$ cat src/rtl/assert_macros.svh
// Assertion macros included by ait_back; clock is clk_i, reset is rst_ni.
`ifndef ASSERT_MACROS_SVH
`define ASSERT_MACROS_SVH

// Condition that must hold at every edge outside reset.
`define AIT_ASSERT_ALWAYS(lbl, expr, msg) \
  lbl: assert property (@(posedge clk_i) disable iff (!rst_ni) (expr)) \
    else $error(msg);

// Same-cycle implication outside reset.
`define AIT_ASSERT_IMPL(lbl, ante, cons, msg) \
  lbl: assert property (@(posedge clk_i) disable iff (!rst_ni) (ante) |-> (cons)) \
    else $error(msg);

`endif

$ cat src/rtl/ait_pkg.sv
// Types and constants of the associative ignore table.
`default_nettype none

package ait_pkg;

  localparam int unsigned ADDR_W      = 64;
  localparam int unsigned UOP_W       = 8;
  localparam int unsigned HANDLE_W    = 8;
  localparam int unsigned SLOT_W      = 2;
  localparam int unsigned CMD_W       = 2;
  localparam int unsigned OCC_W       = 6;
  localparam int unsigned QUEUE_DEPTH = 2;

  localparam logic [CMD_W-1:0] CMD_INSERT = 2'd0;
  localparam logic [CMD_W-1:0] CMD_REMOVE = 2'd1;
  localparam logic [CMD_W-1:0] CMD_LOOKUP = 2'd2;

  typedef enum logic [1:0] {
    OP_INSERT,
    OP_REMOVE,
    OP_LOOKUP,
    OP_NOP
  } op_e;

  typedef enum logic {
    S_FETCH,
    S_EXEC
  } seq_state_e;

  typedef struct packed {
    logic [CMD_W-1:0]    cmd;
    logic [ADDR_W-1:0]   address;
    logic [UOP_W-1:0]    uop_index;
    logic [HANDLE_W-1:0] handle;
    logic [SLOT_W-1:0]   slot_tag;
  } in_item_t;

  typedef struct packed {
    logic                ok;
    logic [HANDLE_W-1:0] found_handle;
    logic [SLOT_W-1:0]   found_slot;
    logic [OCC_W-1:0]    occupancy;
  } result_t;

  typedef struct packed {
    op_e                 op;
    logic [ADDR_W-1:0]   address;
    logic [UOP_W-1:0]    uop_index;
    logic [HANDLE_W-1:0] handle;
    logic [SLOT_W-1:0]   slot_tag;
  } entry_t;

  typedef struct packed {
    logic [HANDLE_W-1:0] handle;
    logic [SLOT_W-1:0]   slot_tag;
  } payload_t;

endpackage

`default_nettype wire

$ cat src/rtl/ait_queue.sv
// Short FIFO of fixed depth used between the block's parts.
`default_nettype none

module ait_queue #(
  parameter int unsigned WIDTH = 8
) (
  input  logic             clk_i,
  input  logic             rst_ni,
  input  logic             push_i,
  input  logic [WIDTH-1:0] data_i,
  output logic             full_o,
  input  logic             pop_i,
  output logic [WIDTH-1:0] data_o,
  output logic             empty_o
);
  import ait_pkg::*;

  localparam int unsigned PTR_W = (QUEUE_DEPTH > 1) ? $clog2(QUEUE_DEPTH) : 1;
  localparam int unsigned CNT_W = $clog2(QUEUE_DEPTH + 1);
  localparam logic [PTR_W-1:0] PtrLast = PTR_W'(QUEUE_DEPTH - 1);
  localparam logic [CNT_W-1:0] CntFull = CNT_W'(QUEUE_DEPTH);

  logic [WIDTH-1:0] slot_q [QUEUE_DEPTH];
  logic [PTR_W-1:0] wr_ptr_q, wr_ptr_d, rd_ptr_q, rd_ptr_d;
  logic [CNT_W-1:0] cnt_q, cnt_d;
  logic             do_push, do_pop;

  assign full_o  = (cnt_q == CntFull);
  assign empty_o = (cnt_q == '0);
  assign do_push = push_i && !full_o;
  assign do_pop  = pop_i && !empty_o;
  assign data_o  = slot_q[rd_ptr_q];

  always_comb begin
    wr_ptr_d = wr_ptr_q;
    rd_ptr_d = rd_ptr_q;
    cnt_d    = cnt_q;
    if (do_push) begin
      wr_ptr_d = (wr_ptr_q == PtrLast) ? '0 : wr_ptr_q + 1'b1;
    end
    if (do_pop) begin
      rd_ptr_d = (rd_ptr_q == PtrLast) ? '0 : rd_ptr_q + 1'b1;
    end
    if (do_push && !do_pop) begin
      cnt_d = cnt_q + 1'b1;
    end else if (do_pop && !do_push) begin
      cnt_d = cnt_q - 1'b1;
    end
  end

  always_ff @(posedge clk_i or negedge rst_ni) begin
    if (!rst_ni) begin
      wr_ptr_q <= '0;
      rd_ptr_q <= '0;
      cnt_q    <= '0;
    end else begin
      wr_ptr_q <= wr_ptr_d;
      rd_ptr_q <= rd_ptr_d;
      cnt_q    <= cnt_d;
    end
  end

  always_ff @(posedge clk_i) begin
    if (do_push) begin
      slot_q[wr_ptr_q] <= data_i;
    end
  end

endmodule

`default_nettype wire

$ cat src/rtl/ait_front.sv
// Front end: accepts input beats and decodes the command into an operation.
`default_nettype none

module ait_front (
  input  logic              push_i,
  input  ait_pkg::in_item_t item_i,
  input  logic              q_full_i,
  output logic              q_push_o,
  output ait_pkg::entry_t   q_entry_o
);
  import ait_pkg::*;

  op_e op;

  always_comb begin
    case (item_i.cmd)
      CMD_INSERT: op = OP_INSERT;
      CMD_REMOVE: op = OP_REMOVE;
      CMD_LOOKUP: op = OP_LOOKUP;
      default:    op = OP_NOP;
    endcase
  end

  assign q_push_o            = push_i && !q_full_i;
  assign q_entry_o.op        = op;
  assign q_entry_o.address   = item_i.address;
  assign q_entry_o.uop_index = item_i.uop_index;
  assign q_entry_o.handle    = item_i.handle;
  assign q_entry_o.slot_tag  = item_i.slot_tag;

endmodule

`default_nettype wire

$ cat src/rtl/ait_back.sv
// Back end: key table, parallel compare, priority select and table update.
`default_nettype none

`include "assert_macros.svh"

module ait_back #(
  parameter int unsigned TABLE_ENTRIES = 32
) (
  input  logic             clk_i,
  input  logic             rst_ni,
  input  ait_pkg::entry_t  q_entry_i,
  input  logic             q_empty_i,
  output logic             q_pop_o,
  input  logic             out_full_i,
  output logic             out_push_o,
  output ait_pkg::result_t out_result_o
);
  import ait_pkg::*;

  localparam int unsigned IDX_W = $clog2(TABLE_ENTRIES);
  localparam int unsigned CNT_W = $clog2(TABLE_ENTRIES + 1);
  localparam logic [CNT_W-1:0] CntMax = CNT_W'(TABLE_ENTRIES);

  seq_state_e               state_q, state_d;
  entry_t                   cur_q;
  logic [TABLE_ENTRIES-1:0] match_q, match_d;
  logic [TABLE_ENTRIES-1:0] valid_q, valid_d;
  logic [CNT_W-1:0]         used_q, used_d;
  logic                     pend_q, pend_d;

  logic [ADDR_W-1:0]        key_addr_q [TABLE_ENTRIES];
  logic [UOP_W-1:0]         key_uop_q  [TABLE_ENTRIES];
  payload_t                 pay_mem    [TABLE_ENTRIES];
  payload_t                 rd_q;

  logic                     res_ok_q, res_hit_q;
  logic [OCC_W-1:0]         res_occ_q;

  logic                     load_cur, exec_fire, wr_en, rd_en, exec_ok, lookup_hit;
  logic [IDX_W-1:0]         match_idx, free_idx;
  logic                     hit;

  // Compare the incoming key against every entry at once.
  always_comb begin
    for (int i = 0; i < TABLE_ENTRIES; i++) begin
      match_d[i] = valid_q[i] && (key_addr_q[i] == q_entry_i.address) &&
                   (key_uop_q[i] == q_entry_i.uop_index);
    end
  end

  // Lowest-numbered match and lowest-numbered free entry.
  always_comb begin
    match_idx = '0;
    free_idx  = '0;
    for (int i = TABLE_ENTRIES - 1; i >= 0; i--) begin
      if (match_q[i]) begin
        match_idx = IDX_W'(i);
      end
      if (!valid_q[i]) begin
        free_idx = IDX_W'(i);
      end
    end
  end

  assign hit = |match_q;

  always_comb begin
    state_d    = state_q;
    q_pop_o    = 1'b0;
    load_cur   = 1'b0;
    exec_fire  = 1'b0;
    valid_d    = valid_q;
    used_d     = used_q;
    wr_en      = 1'b0;
    rd_en      = 1'b0;
    exec_ok    = 1'b0;
    lookup_hit = 1'b0;
    pend_d     = 1'b0;
    case (state_q)
      S_FETCH: begin
        if (!q_empty_i) begin
          q_pop_o  = 1'b1;
          load_cur = 1'b1;
          state_d  = S_EXEC;
        end
      end
      S_EXEC: begin
        // Hold until the result queue has room for this beat.
        if (!out_full_i) begin
          exec_fire = 1'b1;
          pend_d    = 1'b1;
          state_d   = S_FETCH;
          case (cur_q.op)
            OP_INSERT: begin
              if (used_q < CntMax) begin
                valid_d[free_idx] = 1'b1;
                used_d            = used_q + 1'b1;
                wr_en             = 1'b1;
                exec_ok           = 1'b1;
              end
            end
            OP_REMOVE: begin
              if (hit) begin
                valid_d[match_idx] = 1'b0;
                used_d             = used_q - 1'b1;
                exec_ok            = 1'b1;
              end
            end
            OP_LOOKUP: begin
              rd_en      = hit;
              exec_ok    = hit;
              lookup_hit = hit;
            end
            default: begin
            end
          endcase
        end
      end
      default: begin
        state_d = S_FETCH;
      end
    endcase
  end

  always_ff @(posedge clk_i or negedge rst_ni) begin
    if (!rst_ni) begin
      state_q <= S_FETCH;
      valid_q <= '0;
      used_q  <= '0;
      pend_q  <= 1'b0;
    end else begin
      state_q <= state_d;
      valid_q <= valid_d;
      used_q  <= used_d;
      pend_q  <= pend_d;
    end
  end

  always_ff @(posedge clk_i) begin
    if (load_cur) begin
      cur_q   <= q_entry_i;
      match_q <= match_d;
    end
    if (wr_en) begin
      key_addr_q[free_idx] <= cur_q.address;
      key_uop_q[free_idx]  <= cur_q.uop_index;
    end
    if (exec_fire) begin
      res_ok_q  <= exec_ok;
      res_hit_q <= lookup_hit;
      res_occ_q <= OCC_W'(used_d);
    end
  end

  always_ff @(posedge clk_i) begin
    if (wr_en) begin
      pay_mem[free_idx] <= '{handle: cur_q.handle, slot_tag: cur_q.slot_tag};
    end
    if (rd_en) begin
      rd_q <= pay_mem[match_idx];
    end
  end

  assign out_push_o                = pend_q;
  assign out_result_o.ok           = res_ok_q;
  assign out_result_o.found_handle = res_hit_q ? rd_q.handle : '0;
  assign out_result_o.found_slot   = res_hit_q ? rd_q.slot_tag : '0;
  assign out_result_o.occupancy    = res_occ_q;

  `AIT_ASSERT_ALWAYS(a_used_matches_valid, $countones(valid_q) == used_q, "count off valid bits")
  `AIT_ASSERT_IMPL(a_push_has_room, pend_q, !out_full_i, "result pushed into a full queue")
  `AIT_ASSERT_IMPL(a_exec_after_fetch, state_q == S_EXEC && $past(state_q) == S_FETCH,
                   $past(q_pop_o), "execute entered without a popped beat")

endmodule

`default_nettype wire

$ cat src/rtl/associative_ignore_table_unit.sv
// Associative ignore table: front decode, command queue, table back end, result queue.
//
// Input channel: drive in_item_i and raise push; a beat is taken at a rising
// edge with push high and full low. Commands are insert, remove and lookup;
// any other code leaves the table as it is and reports a failed result.
// Result channel: while empty is low the oldest result sits on result_o; it is
// taken at a rising edge with pop high. Every input beat gives one result.
// The back end handles one item at a time with a fetch/execute sequencer
// (register the parallel key compare, then priority select and update the
// table), so it takes no new item from the command queue before the last
// one has executed.
// A two-entry queue sits on each side, so input beats are still taken while
// a finished result waits. If pop stays low, the result queue fills, the back
// end holds its current item, and then the command queue fills and full rises.
// Reset clears all valid bits, the occupancy count and both queues at once;
// the block takes input beats as soon as reset is released.
`default_nettype none

module associative_ignore_table_unit #(
  parameter int unsigned TABLE_ENTRIES = 32
) (
  input  logic              clk_i,
  input  logic              rst_ni,
  input  logic              push,
  output logic              full,
  input  ait_pkg::in_item_t in_item_i,
  output logic              empty,
  input  logic              pop,
  output ait_pkg::result_t  result_o
);
  import ait_pkg::*;

  logic    cq_push, cq_empty, bk_pop, rq_full, rq_push;
  entry_t  cq_in, cq_out;
  result_t rq_in;

  ait_front u_front (
    .push_i    (push),
    .item_i    (in_item_i),
    .q_full_i  (full),
    .q_push_o  (cq_push),
    .q_entry_o (cq_in)
  );

  ait_queue #(
    .WIDTH ($bits(entry_t))
  ) u_cmd_queue (
    .clk_i   (clk_i),
    .rst_ni  (rst_ni),
    .push_i  (cq_push),
    .data_i  (cq_in),
    .full_o  (full),
    .pop_i   (bk_pop),
    .data_o  (cq_out),
    .empty_o (cq_empty)
  );

  ait_back #(
    .TABLE_ENTRIES (TABLE_ENTRIES)
  ) u_back (
    .clk_i        (clk_i),
    .rst_ni       (rst_ni),
    .q_entry_i    (cq_out),
    .q_empty_i    (cq_empty),
    .q_pop_o      (bk_pop),
    .out_full_i   (rq_full),
    .out_push_o   (rq_push),
    .out_result_o (rq_in)
  );

  ait_queue #(
    .WIDTH ($bits(result_t))
  ) u_res_queue (
    .clk_i   (clk_i),
    .rst_ni  (rst_ni),
    .push_i  (rq_push),
    .data_i  (rq_in),
    .full_o  (rq_full),
    .pop_i   (pop),
    .data_o  (result_o),
    .empty_o (empty)
  );

endmodule

`default_nettype wire

$ cat config.mk
export PLATFORM = sky130hd
export DESIGN_NAME = associative_ignore_table_unit
export DESIGN_NICKNAME = d
export VERILOG_FILES = /design/src/rtl/ait_pkg.sv /design/src/rtl/ait_queue.sv /design/src/rtl/ait_front.sv /design/src/rtl/ait_back.sv /design/src/rtl/associative_ignore_table_unit.sv
export VERILOG_INCLUDE_DIRS = /design/src /design/src/rtl
export SDC_FILE = /design/constraint.sdc
export NUM_CORES = 2
export LEC_CHECK = 0
export BUFFER_PORTS_ARGS = -buffer_cell sky130_fd_sc_hd__buf_2
export CAP_MARGIN = 20
export CORE_AREA = 2 2 554 501
export CTS_CLUSTER_SIZE = 24
export DETAILED_ROUTE_END_ITERATION = 8
export DIE_AREA = 0 0 556 503
export SYNTH_ARGS = -nofsm -noshare
export SYNTH_HDL_FRONTEND = slang
export SYNTH_SLANG_ARGS = --single-unit
$ cat constraint.sdc
create_clock -name clk_i -period 10.6 [get_ports clk_i]
set_clock_uncertainty 0.1 [all_clocks]
set_input_delay 1.06 -clock clk_i [delete_from_list [all_inputs] [get_ports clk_i]]
set_output_delay 1.06 -clock clk_i [all_outputs]
set_load 0.05 [all_outputs]
==> flow_summary.json <==
{
  "outcome": "complete, no violations",
  "core_um2": 275000,
  "hold_viol": 0,
  "worst_ep_required_time_ns": 11.07,
  "avgRoutedWirePerCell_um": 43.0,
  "dpl.hpwl_um": 284000,
  "syn_to_final_growth_pct": 13.9,
  "avgSynthCellArea_um2": 16.2,
  "cts_tree": "yes",
  "port_buffers": 106,
  "worst_slew_pin_slew_ns": 1.29,
  "fillers": 22400,
  "synth_edf_count": 2960,
  "drc": 0,
  "clock-sinks": 3008,
  "drt_wl_total_um": 510000,
  "clk_latency_ns": 0.90,
  "synth_top_area_share": 0.724,
  "via_count": 79600,
  "grt_antenna_before_repair": 93,
  "crit_path_start_kind": "register",
  "synth_ff_type": "edfxtp_1",
  "grt_max_degree": 80,
  "min_period_ns": 6.20,
  "grt_pass1_vias": 72500,
  "hold_path_class": "in2async",
  "initial_core_util": 0.447,
  "period_share": 0.585,
  "drv_cap": 0,
  "crit_arrival_ns": 6.67,
  "ios": 107,
  "syn_area_um2": 123000,
  "fmax_ghz": 0.161,
  "cp-end-kind": "register",
  "synthArstFlopShare": 0.0160,
  "syn_inst": 7566,
  "grt_use_total": 0.359,
  "max-vdd-ir-drop_v": 0.000286,
  "ctsResizeCount": 0,
  "via_per_inst": 6.70,
  "postRouteAntennaNets": 0,
  "yosys.area.top_type": "edfxtp_1",
  "dieHeight_um": 503,
  "row_count": 183,
  "yosys_warnings": 0,
  "firstDrtPassIters": 8,
  "max-slew-margin-rel": 0.139,
  "drive_gt1_frac": 0.123,
  "ys_types": 71,
  "grt_pass1_wl_um": 666000,
  "leakage_nw": 44.3,
  "layout.nets": 8064,
  "ctsHtreeMaxLevel": 5,
  "synth_fp_nets": 7662,
  "powerDensity_nw_per_um2": 307,
  "drv_slew": 0,
  "worstSetupPathType": "reg2reg",
  "gp_congestion": 0.916,
  "finalSetupTns_ns": 0,
  "clkSlewWorstSetupHoldPaths_ns": 0.06,
  "rsz0062_at_grt": "false",
  "drt_iter0_drc": 18000,
  "die_area_um2": 280000,
  "crit_fanout": 51,
  "gr-total-overflow": 0,
  "cts_setup_buffers": 0,
  "cts_buffers": 318,
  "synth_area_leaders": "edfxtp_1 72%, xnor2_1 6.7%, xor2_1 6.2%, nor4_1 1.7%, nand4_1 1.6%",
  "die_x_um": 556,
  "clock-root-buffer": "clkbuf_16",
  "cts_hold_buf": 0,
  "ys_ff_latch": 3008,
  "seq_area_frac_synth": 0.733,
  "setup_viol": 0,
  "cts_buffer_depth": 4,
  "whs_ns": 0.202
}
==> area by class of cell <==
class / instances / area, um^2 / area share
Multi-Input combinational cell: 4112 / 31400 / 0.225
Inverter: 106 / 403 / 0.00288
Tap cell: 3607 / 4510 / 0.0323
Timing Repair Buffer: 422 / 3510 / 0.0251
Antenna cell: 56 / 140 / 0.00100
Sequential cell: 3008 / 90100 / 0.644
Clock buffer: 404 / 8510 / 0.0608
Clock inverter: 156 / 1340 / 0.00956
==> through the flow <==
stage	util	total power, mW	setup slack, ns	instance area (um^2)	std cells
6_report	0.510	43.0	4.40	140000	11900
5_1_grt	0.509	43.2	4.55	140000	11800
3_5_place_dp	0.473	31.4	4.75	130000	11200
3_3_place_gp	0.472	31.3	4.84	130000	11200
4_1_cts	0.509	42.1	4.72	140000	11800
2_1_floorplan	-	22.7	4.70	123000	7566
==> cells by family (layout without fill, tap and decap cells) <==
family,after synthesis,after routing,synth area share
xor gates and xnor gates,1806,1806,0.129
muxes,212,212,0.0203
adders and majority gates,8,8,0.000815
AOI/OAI and AO/OA,779,779,0.0426
DFF,3008,3008,0.733
buffers and inverters,446,1088,0.0178
and+or+nand+nor,1307,1307,0.0563
other,0,56,0
==> path summary, 6_finish.rpt <==
kind | start | endpoint | slack [ns] | cells past startpoint
worst min-delay path | rst_ni | u_res_queue.cnt_q[1]$_DFFE_PN0P_ | 0.20 | 2
worst max-delay path | u_cmd_queue.rd_ptr_q$_DFFE_PN0P_ | u_back.match_q[12]$_DFFE_PP_ | 4.40 | 10
max in group asynchronous | rst_ni | u_cmd_queue.rd_ptr_q$_DFFE_PN0P_ | 9.64 | 2
min in group clk_i | in_item_i[67] | u_cmd_queue.slot_q[1][67]$_DFFE_PP_ | 0.24 | 1
worst min register to register | u_back.res_occ_q[4]$_DFFE_PP_ | u_res_queue.slot_q[0][4]$_DFFE_PP_ | 0.34 | 0
worst max register to register | u_cmd_queue.rd_ptr_q$_DFFE_PN0P_ | u_back.match_q[12]$_DFFE_PP_ | 4.40 | 10
==> critical path, cell delays in order (launching register included) <==
cell	delay [ns]
dfrtp_4	0.93
buf_12	0.57
buf_4	0.51
mux2i_4	0.28
buf_4	0.73
buf_4	0.58
xor2_1	0.18
nand4_1	0.13
nor4_1	0.35
nand4_1	0.27
nor4_1	0.83
==> synthesized netlist by cell type, drive strengths merged (6+ instances only) <==
library cell and number:
buf 294, nand2b 18, edfxtp 2960, nor2 214, nor4 328, a221o 19, ha 8, o22ai 139
o22a 6, or4 9, o21ai 174, clkbuf 46, xor2 872, nor2b 17, inv 106, a2111oi 24
o211ai 9, and3 8, xnor2 934, nand4 323, nand2 251, nand3 49, a31oi 34, a211oi 33
or2 10, mux2 51, and2 11, a221oi 97, a22oi 25, nor3 58, mux2i 161, o221ai 26
dfrtp 48, o2111ai 41, a21oi 122
==> metal layers <==
metal	wire length [um]	global-route usage	up-vias	share of wire
met5	138	0	-	0.00027
met2	216000	0.522	7642	0.42
met1	182000	0.491	40700	0.36
met4	33000	0.198	20	0.065
li1	-	-	29700	-
met3	78300	0.0928	1502	0.15
==> power by group <==
| part | total (mW) | internal (mW) | switching, mW |
|---|---|---|---|
| clock network | 10.9 | 6.19 | 4.69 |
| logic | 15.8 | 3.51 | 12.3 |
| registers | 16.3 | 15.4 | 0.978 |
| total | 43.0 | 25.1 | 17.9 |
==> flip-flops by register name (all words and copies together) (netlist names), 32 cells and up <==
name	count
u_back.key_uop_q	256
u_back.pay_mem	320
u_back.valid_q	32
u_back.match_q	32
u_cmd_queue.slot_q	168
u_back.cur_q	84
u_res_queue.slot_q	34
u_back.key_addr_q	2048
==> placed cells by master (no fill, tap or decap), drive strengths merged, types with 6 or more instances in the layout <==
cell type	count
a21oi	122
bufinv	21
or2	10
clkbuf	404
nor2	214
o21ai	174
a211oi	33
o211ai	9
a221o	19
o221ai	26
mux2i	161
dfrtp	48
nand2b	18
and2	11
and3	8
nor3	58
nor2b	17
xor2	872
mux2	51
o22ai	139
a22oi	25
xnor2	934
a31oi	34
buf	422
ha	8
edfxtp	2960
o2111ai	41
clkinv	122
a2111oi	24
nand4	323
o22a	6
or4	9
nor4	328
a221oi	97
nand3	49
nand2	251
diode	56
inv	117
(Power assumes the default switching activity.)
